===== src/hdl/rgbhsv_pkg.sv =====
// rgbhsv_pkg: shared types and constants of the rgb to hsv pixel converter
// used by the front stage, the divider cells and the top level; no dependencies

`default_nettype none

package rgbhsv_pkg;

    // channel and result widths
    localparam int CHAN_W   = 8;
    localparam int HUE_W    = 9;
    localparam int PCT_W    = 7;

    // divider geometry: 9 quotient bits, dividend of remainder plus quotient bits
    localparam int DIV_STEPS = HUE_W;
    localparam int ACC_W     = CHAN_W + DIV_STEPS;
    localparam int TOT_W     = ACC_W + 2;

    // hue arithmetic constants, signed at the width of the scaled hue
    localparam logic signed [TOT_W-1:0] HUE_OFS_GREEN = TOT_W'(120);
    localparam logic signed [TOT_W-1:0] HUE_OFS_BLUE  = TOT_W'(240);
    localparam logic signed [TOT_W-1:0] DEG_SECTOR    = TOT_W'(60);
    localparam logic signed [TOT_W-1:0] DEG_CIRCLE    = TOT_W'(360);

    // percent scale and reciprocal of full scale (x / 255 == ((x + 1) * 257) >> 16)
    localparam logic [ACC_W-1:0] PERCENT    = ACC_W'(100);
    localparam logic [23:0]      RECIP_FULL = 24'd257;
    localparam int               RECIP_SH   = 16;

    // which channel holds the maximum
    typedef enum logic [1:0] {
        SECT_RED,
        SECT_GREEN,
        SECT_BLUE
    } sector_t;

    // after max/min search
    typedef struct packed {
        logic [CHAN_W-1:0]        mx;
        logic [CHAN_W-1:0]        spread;
        logic signed [CHAN_W:0]   diff;
        sector_t                  sector;
    } sort_t;

    // payload handed from cell to cell
    typedef struct packed {
        logic [ACC_W-1:0]  hue_acc;
        logic [CHAN_W-1:0] hue_div;
        logic [ACC_W-1:0]  sat_acc;
        logic [CHAN_W-1:0] sat_div;
        logic [PCT_W-1:0]  bright;
        logic              flat;
    } cell_t;

endpackage

`default_nettype wire


===== src/hdl/rgbhsv_front.sv =====
// rgbhsv_front: two register stages that sort the channels and set up the dividends
// depends on rgbhsv_pkg

`default_nettype none

module rgbhsv_front
    import rgbhsv_pkg::*;
(
    input  wire logic              clk,
    input  wire logic              rst_n,
    input  wire logic              in_valid,
    output logic                   in_ready,
    input  wire logic [CHAN_W-1:0] red,
    input  wire logic [CHAN_W-1:0] green,
    input  wire logic [CHAN_W-1:0] blue,
    output logic                   out_valid,
    input  wire logic              out_ready,
    output cell_t                  out_data
);

    logic  sort_valid_reg;
    logic  sort_ready;
    sort_t sort_reg;
    sort_t sort_next;

    logic  prep_valid_reg;
    cell_t prep_reg;
    cell_t prep_next;

    logic signed [TOT_W-1:0] d_s;
    logic signed [TOT_W-1:0] diff_s;
    logic signed [TOT_W-1:0] ofs_s;
    logic signed [TOT_W-1:0] tot_s;
    logic [ACC_W-1:0]        mx_pct;
    logic [23:0]             bright_prod;

    // per-stage ready: a stage takes an item when empty or when its item moves on
    assign sort_ready = !prep_valid_reg || out_ready;
    assign in_ready   = !sort_valid_reg || sort_ready;
    assign out_valid  = prep_valid_reg;
    assign out_data   = prep_reg;

    // max channel with red over green over blue on ties, spread and signed difference
    always_comb
    begin
        sort_next = '0;
        if (red >= green && red >= blue)
        begin
            sort_next.sector = SECT_RED;
            sort_next.mx     = red;
            sort_next.diff   = $signed({1'b0, green}) - $signed({1'b0, blue});
        end
        else if (green >= blue)
        begin
            sort_next.sector = SECT_GREEN;
            sort_next.mx     = green;
            sort_next.diff   = $signed({1'b0, blue}) - $signed({1'b0, red});
        end
        else
        begin
            sort_next.sector = SECT_BLUE;
            sort_next.mx     = blue;
            sort_next.diff   = $signed({1'b0, red}) - $signed({1'b0, green});
        end
        if (red <= green && red <= blue)
        begin
            sort_next.spread = sort_next.mx - red;
        end
        else if (green <= blue)
        begin
            sort_next.spread = sort_next.mx - green;
        end
        else
        begin
            sort_next.spread = sort_next.mx - blue;
        end
    end

    // hue scaled by the spread, wrapped into one turn; saturation dividend and value in percent
    always_comb
    begin
        d_s    = TOT_W'(sort_reg.spread);
        diff_s = TOT_W'(sort_reg.diff);
        case (sort_reg.sector)
            SECT_RED:   ofs_s = '0;
            SECT_GREEN: ofs_s = HUE_OFS_GREEN * d_s;
            SECT_BLUE:  ofs_s = HUE_OFS_BLUE * d_s;
            default:    ofs_s = '0;
        endcase
        tot_s = ofs_s + DEG_SECTOR * diff_s;
        if (tot_s[TOT_W-1])
        begin
            tot_s = tot_s + DEG_CIRCLE * d_s;
        end

        mx_pct      = ACC_W'(sort_reg.mx) * PERCENT;
        bright_prod = (24'(mx_pct) + 24'd1) * RECIP_FULL;

        prep_next.hue_acc = ACC_W'(tot_s);
        prep_next.hue_div = sort_reg.spread;
        prep_next.sat_acc = ACC_W'(sort_reg.spread) * PERCENT;
        prep_next.sat_div = sort_reg.mx;
        prep_next.bright  = bright_prod[RECIP_SH +: PCT_W];
        prep_next.flat    = (sort_reg.spread == '0);
    end

    // valid flags
    always_ff @(posedge clk or negedge rst_n)
    begin
        if (!rst_n)
        begin
            sort_valid_reg <= 1'b0;
            prep_valid_reg <= 1'b0;
        end
        else
        begin
            if (in_ready)
            begin
                sort_valid_reg <= in_valid;
            end
            if (sort_ready)
            begin
                prep_valid_reg <= sort_valid_reg;
            end
        end
    end

    // payload registers
    always_ff @(posedge clk)
    begin
        if (in_ready && in_valid)
        begin
            sort_reg <= sort_next;
        end
        if (sort_ready && sort_valid_reg)
        begin
            prep_reg <= prep_next;
        end
    end

endmodule

`default_nettype wire


===== src/hdl/rgbhsv_div_cell.sv =====
// rgbhsv_div_cell: one restoring-division step for hue and saturation, registered
// depends on rgbhsv_pkg

`default_nettype none

module rgbhsv_div_cell
    import rgbhsv_pkg::*;
(
    input  wire logic  clk,
    input  wire logic  rst_n,
    input  wire logic  in_valid,
    output logic       in_ready,
    input  wire cell_t in_data,
    output logic       out_valid,
    input  wire logic  out_ready,
    output cell_t      out_data
);

    logic  valid_reg;
    cell_t data_reg;
    cell_t data_next;

    // acc holds {partial remainder, dividend bits not yet used / quotient bits so far}
    function automatic logic [ACC_W-1:0] div_step(input logic [ACC_W-1:0] acc,
                                                  input logic [CHAN_W-1:0] div);
        logic [CHAN_W:0] trial;
        logic [CHAN_W:0] rem;
        logic            ge;
        trial = acc[ACC_W-1 -: CHAN_W+1];
        ge    = (trial >= {1'b0, div});
        rem   = ge ? (trial - {1'b0, div}) : trial;
        return {rem[CHAN_W-1:0], acc[DIV_STEPS-2:0], ge};
    endfunction

    assign in_ready  = !valid_reg || out_ready;
    assign out_valid = valid_reg;
    assign out_data  = data_reg;

    // one quotient bit for each divider
    always_comb
    begin
        data_next         = in_data;
        data_next.hue_acc = div_step(in_data.hue_acc, in_data.hue_div);
        data_next.sat_acc = div_step(in_data.sat_acc, in_data.sat_div);
    end

    // valid flag
    always_ff @(posedge clk or negedge rst_n)
    begin
        if (!rst_n)
        begin
            valid_reg <= 1'b0;
        end
        else if (in_ready)
        begin
            valid_reg <= in_valid;
        end
    end

    // payload
    always_ff @(posedge clk)
    begin
        if (in_ready && in_valid)
        begin
            data_reg <= data_next;
        end
    end

endmodule

`default_nettype wire


===== src/hdl/rgb_to_hsv_pixel_converter_core.sv =====
// rgb_to_hsv_pixel_converter_core: rgb888 pixel in, hue / saturation / value out
// depends on rgbhsv_pkg, rgbhsv_front and rgbhsv_div_cell
//
// usage
//   slave channel s_*: one rgb888 pixel per item, red in the low byte
//   master channel m_*: hue 0..359 degrees, saturation and value 0..100 percent
//   an item moves when tvalid and tready are both high at a rising clock edge
// pipeline
//   two front stages (max/min search, dividend setup) followed by a chain
//   of 9 division cells, one quotient bit each
// throughput
//   one item per clock while the receiver is ready; every stage holds its
//   own item, so a full chain streams without bubbles
// stall
//   each stage takes a new item when empty or when its item moves on, so a
//   stalled receiver fills the chain from the output end; the input stays
//   ready while any stage has room, and a waiting result is held unchanged
// reset
//   rst_n clears all valid flags; no pixel state is kept between items

`default_nettype none

module rgb_to_hsv_pixel_converter_core
    import rgbhsv_pkg::*;
(
    input  wire logic        clk,
    input  wire logic        rst_n,
    input  wire logic        s_tvalid,
    output logic             s_tready,
    input  wire logic [23:0] s_tdata,   // red [7:0], green [15:8], blue [23:16]
    output logic             m_tvalid,
    input  wire logic        m_tready,
    output logic [23:0]      m_tdata    // hue [8:0], saturation [15:9], brightness [22:16], zero [23]
);

    cell_t link_data  [DIV_STEPS+1];
    logic  link_valid [DIV_STEPS+1];
    logic  link_ready [DIV_STEPS+1];

    logic [HUE_W-1:0] hue;
    logic [PCT_W-1:0] saturation;
    logic [PCT_W-1:0] brightness;

    // channel sort and dividend setup
    rgbhsv_front u_front
    (
        .clk       (clk),
        .rst_n     (rst_n),
        .in_valid  (s_tvalid),
        .in_ready  (s_tready),
        .red       (s_tdata[7:0]),
        .green     (s_tdata[15:8]),
        .blue      (s_tdata[23:16]),
        .out_valid (link_valid[0]),
        .out_ready (link_ready[0]),
        .out_data  (link_data[0])
    );

    // chain of division cells
    for (genvar i = 0; i < DIV_STEPS; i++)
    begin : g_cell
        rgbhsv_div_cell u_cell
        (
            .clk       (clk),
            .rst_n     (rst_n),
            .in_valid  (link_valid[i]),
            .in_ready  (link_ready[i]),
            .in_data   (link_data[i]),
            .out_valid (link_valid[i+1]),
            .out_ready (link_ready[i+1]),
            .out_data  (link_data[i+1])
        );
    end

    assign link_ready[DIV_STEPS] = m_tready;

    // zero spread gives hue 0 and saturation 0
    always_comb
    begin
        hue        = link_data[DIV_STEPS].flat ? '0 : link_data[DIV_STEPS].hue_acc[HUE_W-1:0];
        saturation = link_data[DIV_STEPS].flat ? '0 : link_data[DIV_STEPS].sat_acc[PCT_W-1:0];
        brightness = link_data[DIV_STEPS].bright;
    end

    assign m_tvalid = link_valid[DIV_STEPS];
    assign m_tdata  = {1'b0, brightness, saturation, hue};

endmodule

`default_nettype wire


===== config.mk =====
export PLATFORM = sky130hd
export DESIGN_NAME = rgb_to_hsv_pixel_converter_core
export DESIGN_NICKNAME = d
export VERILOG_FILES = /design/src/hdl/rgbhsv_pkg.sv /design/src/hdl/rgbhsv_front.sv /design/src/hdl/rgbhsv_div_cell.sv /design/src/hdl/rgb_to_hsv_pixel_converter_core.sv
export SDC_FILE = /design/constraint.sdc
export NUM_CORES = 1
export LEC_CHECK = 0
export ABC_AREA = 1
export ABC_CLOCK_PERIOD_IN_PS = 5000
export BUFFER_PORTS_ARGS = -buffer_cell sky130_fd_sc_hd__buf_2
export CORE_UTILIZATION = 58
export DETAILED_ROUTE_END_ITERATION = 8
export PLACE_DENSITY = 0.88
export SETUP_SLACK_MARGIN = 0.02
export SLEW_MARGIN = 5
export SYNTH_ARGS = -nofsm -noshare
export SYNTH_HDL_FRONTEND = slang
export SYNTH_SLANG_ARGS = --single-unit

===== constraint.sdc =====
create_clock -name clk -period 5 [get_ports clk]
set_input_delay 1 -clock clk [delete_from_list [all_inputs] [get_ports clk]]
set_output_delay 1 -clock clk [all_outputs]
set_load 0.05 [all_outputs]

==> results.cfg, run 1 <==
[run_status]
outcome = complete, but fails checks
violations = negative setup slack

[grt]
grt_pass1_vias = 22900
grtUsageTotal_pct = 25.2
antenna_found_initial = 0
grt_pass1_wl_um = 109000
grt_max_degree = 55
overflow = 0

[setup_path]
cp-startpoint = u_front.d_s[2]
rr_endpoint = u_front.out_data[57]
r2r_cells = 29
r2r_slack_ns = -0.27
worst-path-max-fanout = 5
cp.arrival_ns = 5.65
cp-end-kind = flop
crit_required_ns = 5.37
start_kind = flop
crit_path_end = u_front.out_data[57]
max_stage_delay_ns = 0.54
worst_path_max_delay_cell = fa_1
crit_type = reg2reg
r2r_start = u_front.d_s[2]

[finish]
final_cells = 3905
largest_reg_flops = 428
fin_util_pct = 66.9
nets = 3605
diodes = 0
nFillCells = 3418
drive_gt1_share_pct = 13.7
syn2layout_area_growth_pct = 14.0

[sta]
setup_viol = 6
worst_slew_pin_slew_ns = 1.14
setup_ws_ns = -0.275
fin_crit_sh_pct = 105
maxSlewViolCount = 0
clock.fmax_mhz = 190
skew_ns = 0.0375
final.min_clock_period_ns = 5.27
finalHoldViolCount = 0
relSlewSlack_pct = 24.2
rsz0062_at_grt = true

[clocking]
root_buffer = clkbuf_16
numCtsBuffers = 50
max-clock-path-buffers = 3
cts_sinks = 515
cts_tree = built
h-tree-depth = 2
cts_hold_buffers = 0
path_clk_slew_ns = 0.06
clk_latency_ns = 0.64

[die]
die_h_um = 233
pin_count = 54
std_cell_rows = 84
core_area_um2 = 52600
start_util_pct = 58.7
dieArea_um2 = 54100
die_x_um = 233

[placement]
dp_slack_ns = -0.301
portBuffers = 52
gp_congestion = 0.927
dpl.cell_count = 3791
place_hpwl_um = 45700

[synthesis]
syn_nets = 3406
synth_edf_count = 504
yosys_warnings = 0
ys_top_cells_by_area = edfxtp_1, ha_1, inv_1
synthArstFlopShare_pct = 2.14
synth_cell_types = 52
yosysMostFrequentCell = inv_1
postSynthCellCount = 2977
ys_ff_latch = 515
synthFlopType = edfxtp_1
avgSynthCellArea_um2 = 10.4
yosysTopAreaCell = edfxtp_1
synth.cell_area_um2 = 30900
yosys-top-cells-count = inv_1, edfxtp_1, nand2_1, ha_1, a21oi_1
yosysSeqAreaShare_pct = 49.9
synth_top_area_share_pct = 49.0

[route]
postRouteAntennaNets = 0
drtIter0Drc = 1744
totalWireLength_um = 68900
vias = 22200
drc = 0
firstDrtPassIters = 6
viasPerCell = 5.69
routedWlPerCell_um = 17.6

[run]
drv_cap = 0

[hold_path]
hp-class = in2async
-- repair_timing --
item                                    in CTS  in global routing
resized for setup                           30                106
endpoints found under the setup margin       9                 21
pin swaps                                   32                 69
cloned                                       0                  0
setup buffers                                8                 14
-- area by class of cell --
cell class              instances  area, µm²  share of cell area [%]
clock buffers                  57       1300                    3.69
flip-flops and latches        515      15400                    43.8
multi-input cells            1912      14000                    39.9
well taps                     688        861                    2.45
clock inverters                36        383                    1.09
inverters                     514       1930                    5.49
repair buffers                183       1260                    3.58
-- stage by stage --
stage	hold slack [ns]	cell area [µm²]	TNS (ns)
6_report	0.245	35200	-0.704
3_5_place_dp	0.405	32700	-1.48
4_1_cts	0.236	34600	-0.938
3_3_place_gp	0.401	32700	-0.636
5_1_grt	0.261	35200	-2.46
2_1_floorplan	0.400	31000	0
-- cells in the final DEF (no fill, tap or decap), types with 7 or more instances in the layout --
master     netlist  layout
a21o_1          11      11
a21oi_1        298     269
a21oi_2          0      23
buf_2            5      52
buf_4           21     127
clkbuf_16        0      51
clkinv_1         0      12
clkinv_2         0       9
dfrtp_1         11      11
edfxtp_1       504     504
fa_1            64      62
ha_1           337     313
ha_4             0      22
inv_1          508     486
inv_2            6      28
nand2_1        394     380
nand2_2         17      27
nand3_1         75      72
nand3_2          5       8
nand3b_1        15      15
nand4_1         29      29
nor2_1         260     247
nor2_2           4      14
nor3_1          36      33
o211ai_1        16      16
o21ai_0        102      92
o21ai_2          7      16
o21bai_1         8       8
o221ai_1         7       7
o22ai_1          7       7
or3_1           10      10
xnor2_1         42      38
xor2_1         121     119
-- how the worst min path moves through the flow --
stage,start,endpoint
6_report,rst_n,g_cell[5].u_cell.out_valid
5_1_grt,rst_n,g_cell[4].u_cell.out_valid
4_1_cts,rst_n,g_cell[4].u_cell.out_valid
3_5_place_dp,u_front.out_data[44],g_cell[0].u_cell.out_data[45]
3_3_place_gp,g_cell[6].u_cell.out_data[42],g_cell[7].u_cell.out_data[43]
2_1_floorplan,u_front.out_data[0],g_cell[0].u_cell.out_data[0]
-- layer usage --
metal  global-route usage, %  part of all wire [%]  routed length (µm)  vias to the layer above
met5                       0                     0                   0                        -
met4                    12.8                   5.6                3890                        0
met3                    3.35                   4.9                3370                      321
met2                    49.2                    54               37100                      934
met1                    26.0                    36               24500                    10500
li1                        -                     -                   -                    10500
-- worst max-delay path, delay by kind of cell, from the launching register on --
family / cells / cell delay [ns]
AO/OA/AOI/OAI: 7 / 0.87
XOR/XNOR: 2 / 0.36
adder cells (fa/ha/maj): 5 / 2.00
buffers and inverters: 6 / 0.50
flip-flops: 1 / 0.43
AND/OR/NAND/NOR: 9 / 0.86
-- cells by family (layout without fill, tap and decap cells) --
kind of cell | count (synthesis) | in the layout | synth area share [%]
adders and majority gates | 401 | 401 | 17.8
xor gates and xnor gates | 163 | 163 | 4.63
buffers and inverters | 550 | 790 | 7.06
AOI/OAI and AO/OA | 482 | 482 | 8.47
other | 1 | 1 | 0.0122
and+or+nand+nor | 865 | 865 | 12.1
DFF | 515 | 515 | 49.9
Power of run 1 is left out: the tool's default activity adds up to more than one toggle a clock period on the data nets, which glitch-free logic cannot reach.
==> run 2, diff against run 1 <==
ABC_CLOCK_PERIOD_IN_PS = 4640   (was 5000)
clock period = 4.64 ns   (was 5 ns; I/O delays follow)
==> run 2 against run 1 <==
The run still ends with negative setup slack left. Clock skew grew 0.0092 ns. Final cell count grew 2.3%. Sequential share of layout area shrank 1.3 points. Worst setup slack lost 0.49 ns. Non-clock buffer count grew 88. Hold slack lost 0.056 ns. Core utilization grew 2.0 points. Via count grew 1.2%. Count of clock-buffer cells in the layout grew 11. Final area grew 3.0%. Global-route usage shrank 1.1 points. Critical path depth is the same.
==> results.cfg, run 2 (synthesized netlist as in run 1, its figures left out) <==
[run_status]
outcome = complete, but fails checks
violations = negative setup slack

[setup_path]
r2r_cells = 29
cp-startpoint = u_front.diff_s[3]
rr_endpoint = u_front.out_data[57]
cpMostUsedCell = nand2_1
r2r_start = u_front.diff_s[3]
crit_path_end = u_front.out_data[57]
r2r_slack_ns = -0.76
start_kind = flop
worst-path-max-fanout = 5
crit_required_ns = 5.01
crit_type = reg2reg
worst_path_max_delay_cell = fa_1
cp-end-kind = flop
max_stage_delay_ns = 0.55
cp.arrival_ns = 5.77

[die]
start_util_pct = 58.7
core_area_um2 = 52600
std_cell_rows = 84
die_h_um = 233
pin_count = 54
die_x_um = 233
dieArea_um2 = 54100

[route]
totalWireLength_um = 67000
routedWlPerCell_um = 16.8
drtIter0Drc = 1483
drc = 0
postRouteAntennaNets = 0
viasPerCell = 5.63
firstDrtPassIters = 8
vias = 22500

[clocking]
cts_tree = built
clk_latency_ns = 0.62
h-tree-depth = 2
root_buffer = clkbuf_16
cts_hold_buffers = 0
path_clk_slew_ns = 0.07
cts_sinks = 515
max-clock-path-buffers = 3
numCtsBuffers = 51

[sta]
relSlewSlack_pct = 27.5
rsz0062_at_grt = true
setup_ws_ns = -0.763
finalHoldViolCount = 0
clock.fmax_mhz = 185
setup_viol = 20
fin_crit_sh_pct = 116
final.min_clock_period_ns = 5.40
skew_ns = 0.0467
worst_slew_pin_slew_ns = 1.09
maxSlewViolCount = 0

[grt]
grt_pass1_vias = 22900
grtUsageTotal_pct = 24.1
antenna_found_initial = 0
overflow = 0
grt_pass1_wl_um = 106000
grt_max_degree = 55

[finish]
drive_gt1_share_pct = 17.3
final_cell_mix = edfxtp_1, inv_1, nand2_1
mostFrequentLayoutCell = edfxtp_1
nets = 3694
diodes = 0
largest_reg_flops = 428
syn2layout_area_growth_pct = 17.4

[run]
drv_cap = 0

[placement]
portBuffers = 52
place_hpwl_um = 44100
gp_congestion = 0.941
dp_slack_ns = -0.596

[hold_path]
hp-class = in2async
## run 2: cell type report
type / instances / area (µm²)
fill: 3259 / 16300
clock inverter: 27 / 273
clock buffer: 68 / 1390
timing repair buffer: 271 / 1970
sequential: 515 / 15400
inverter: 514 / 1940
tap: 688 / 861
multi-input combinational: 1912 / 14400
## run 2: what timing repair did
item                                    CTS  global route
setup buffers                            32            16
endpoints found under the setup margin   19            21
cloned                                    0             0
gates resized for setup                  75           100
pin swaps                                68            65
## run 2: worst min path at each step
stage / endpoint / slack [ns] / cells past startpoint
after floorplan: g_cell[0].u_cell.out_data[0] / 0.40 / 0
after global routing: g_cell[6].u_cell.out_valid / 0.19 / 1
after CTS: g_cell[6].u_cell.out_valid / 0.18 / 1
final: g_cell[6].u_cell.out_valid / 0.19 / 1
after detailed placement: g_cell[1].u_cell.out_data[47] / 0.40 / 0
after global placement: g_cell[7].u_cell.out_data[7] / 0.40 / 0
## run 2: stage by stage
stage | std cells | util, % | hold slack (ns) | TNS (ns) | area (µm²)
2_1_floorplan | 2977 | - | 0.400 | -0.661 | 31100
3_3_place_gp | 3852 | 63.3 | 0.400 | -2.71 | 33300
3_5_place_dp | 3852 | 63.3 | 0.405 | -4.20 | 33300
4_1_cts | 3979 | 67.7 | 0.177 | -1.66 | 35600
5_1_grt | 3995 | 68.9 | 0.195 | -8.89 | 36200
6_report | 3995 | 68.9 | 0.189 | -5.08 | 36200
## run 2: worst max-delay path, delay by kind of cell, from the launching register on
kind	cells	cell delay, ns
AO/OA/AOI/OAI	4	0.51
XOR/XNOR	2	0.36
adder cells (fa/ha/maj)	6	2.18
buffers and inverters	6	0.38
flip-flops	1	0.50
AND/OR/NAND/NOR	11	1.25
## run 2: layer usage
metal / global-route usage, % / wire (µm) / share of wire (%)
met5: 0 / 0 / 0
met4: 11.7 / 3540 / 5.3
met3: 3.31 / 3170 / 4.7
met2: 47.2 / 36200 / 54
met1: 24.8 / 24100 / 36
Power of run 2 is left out for the same reason.
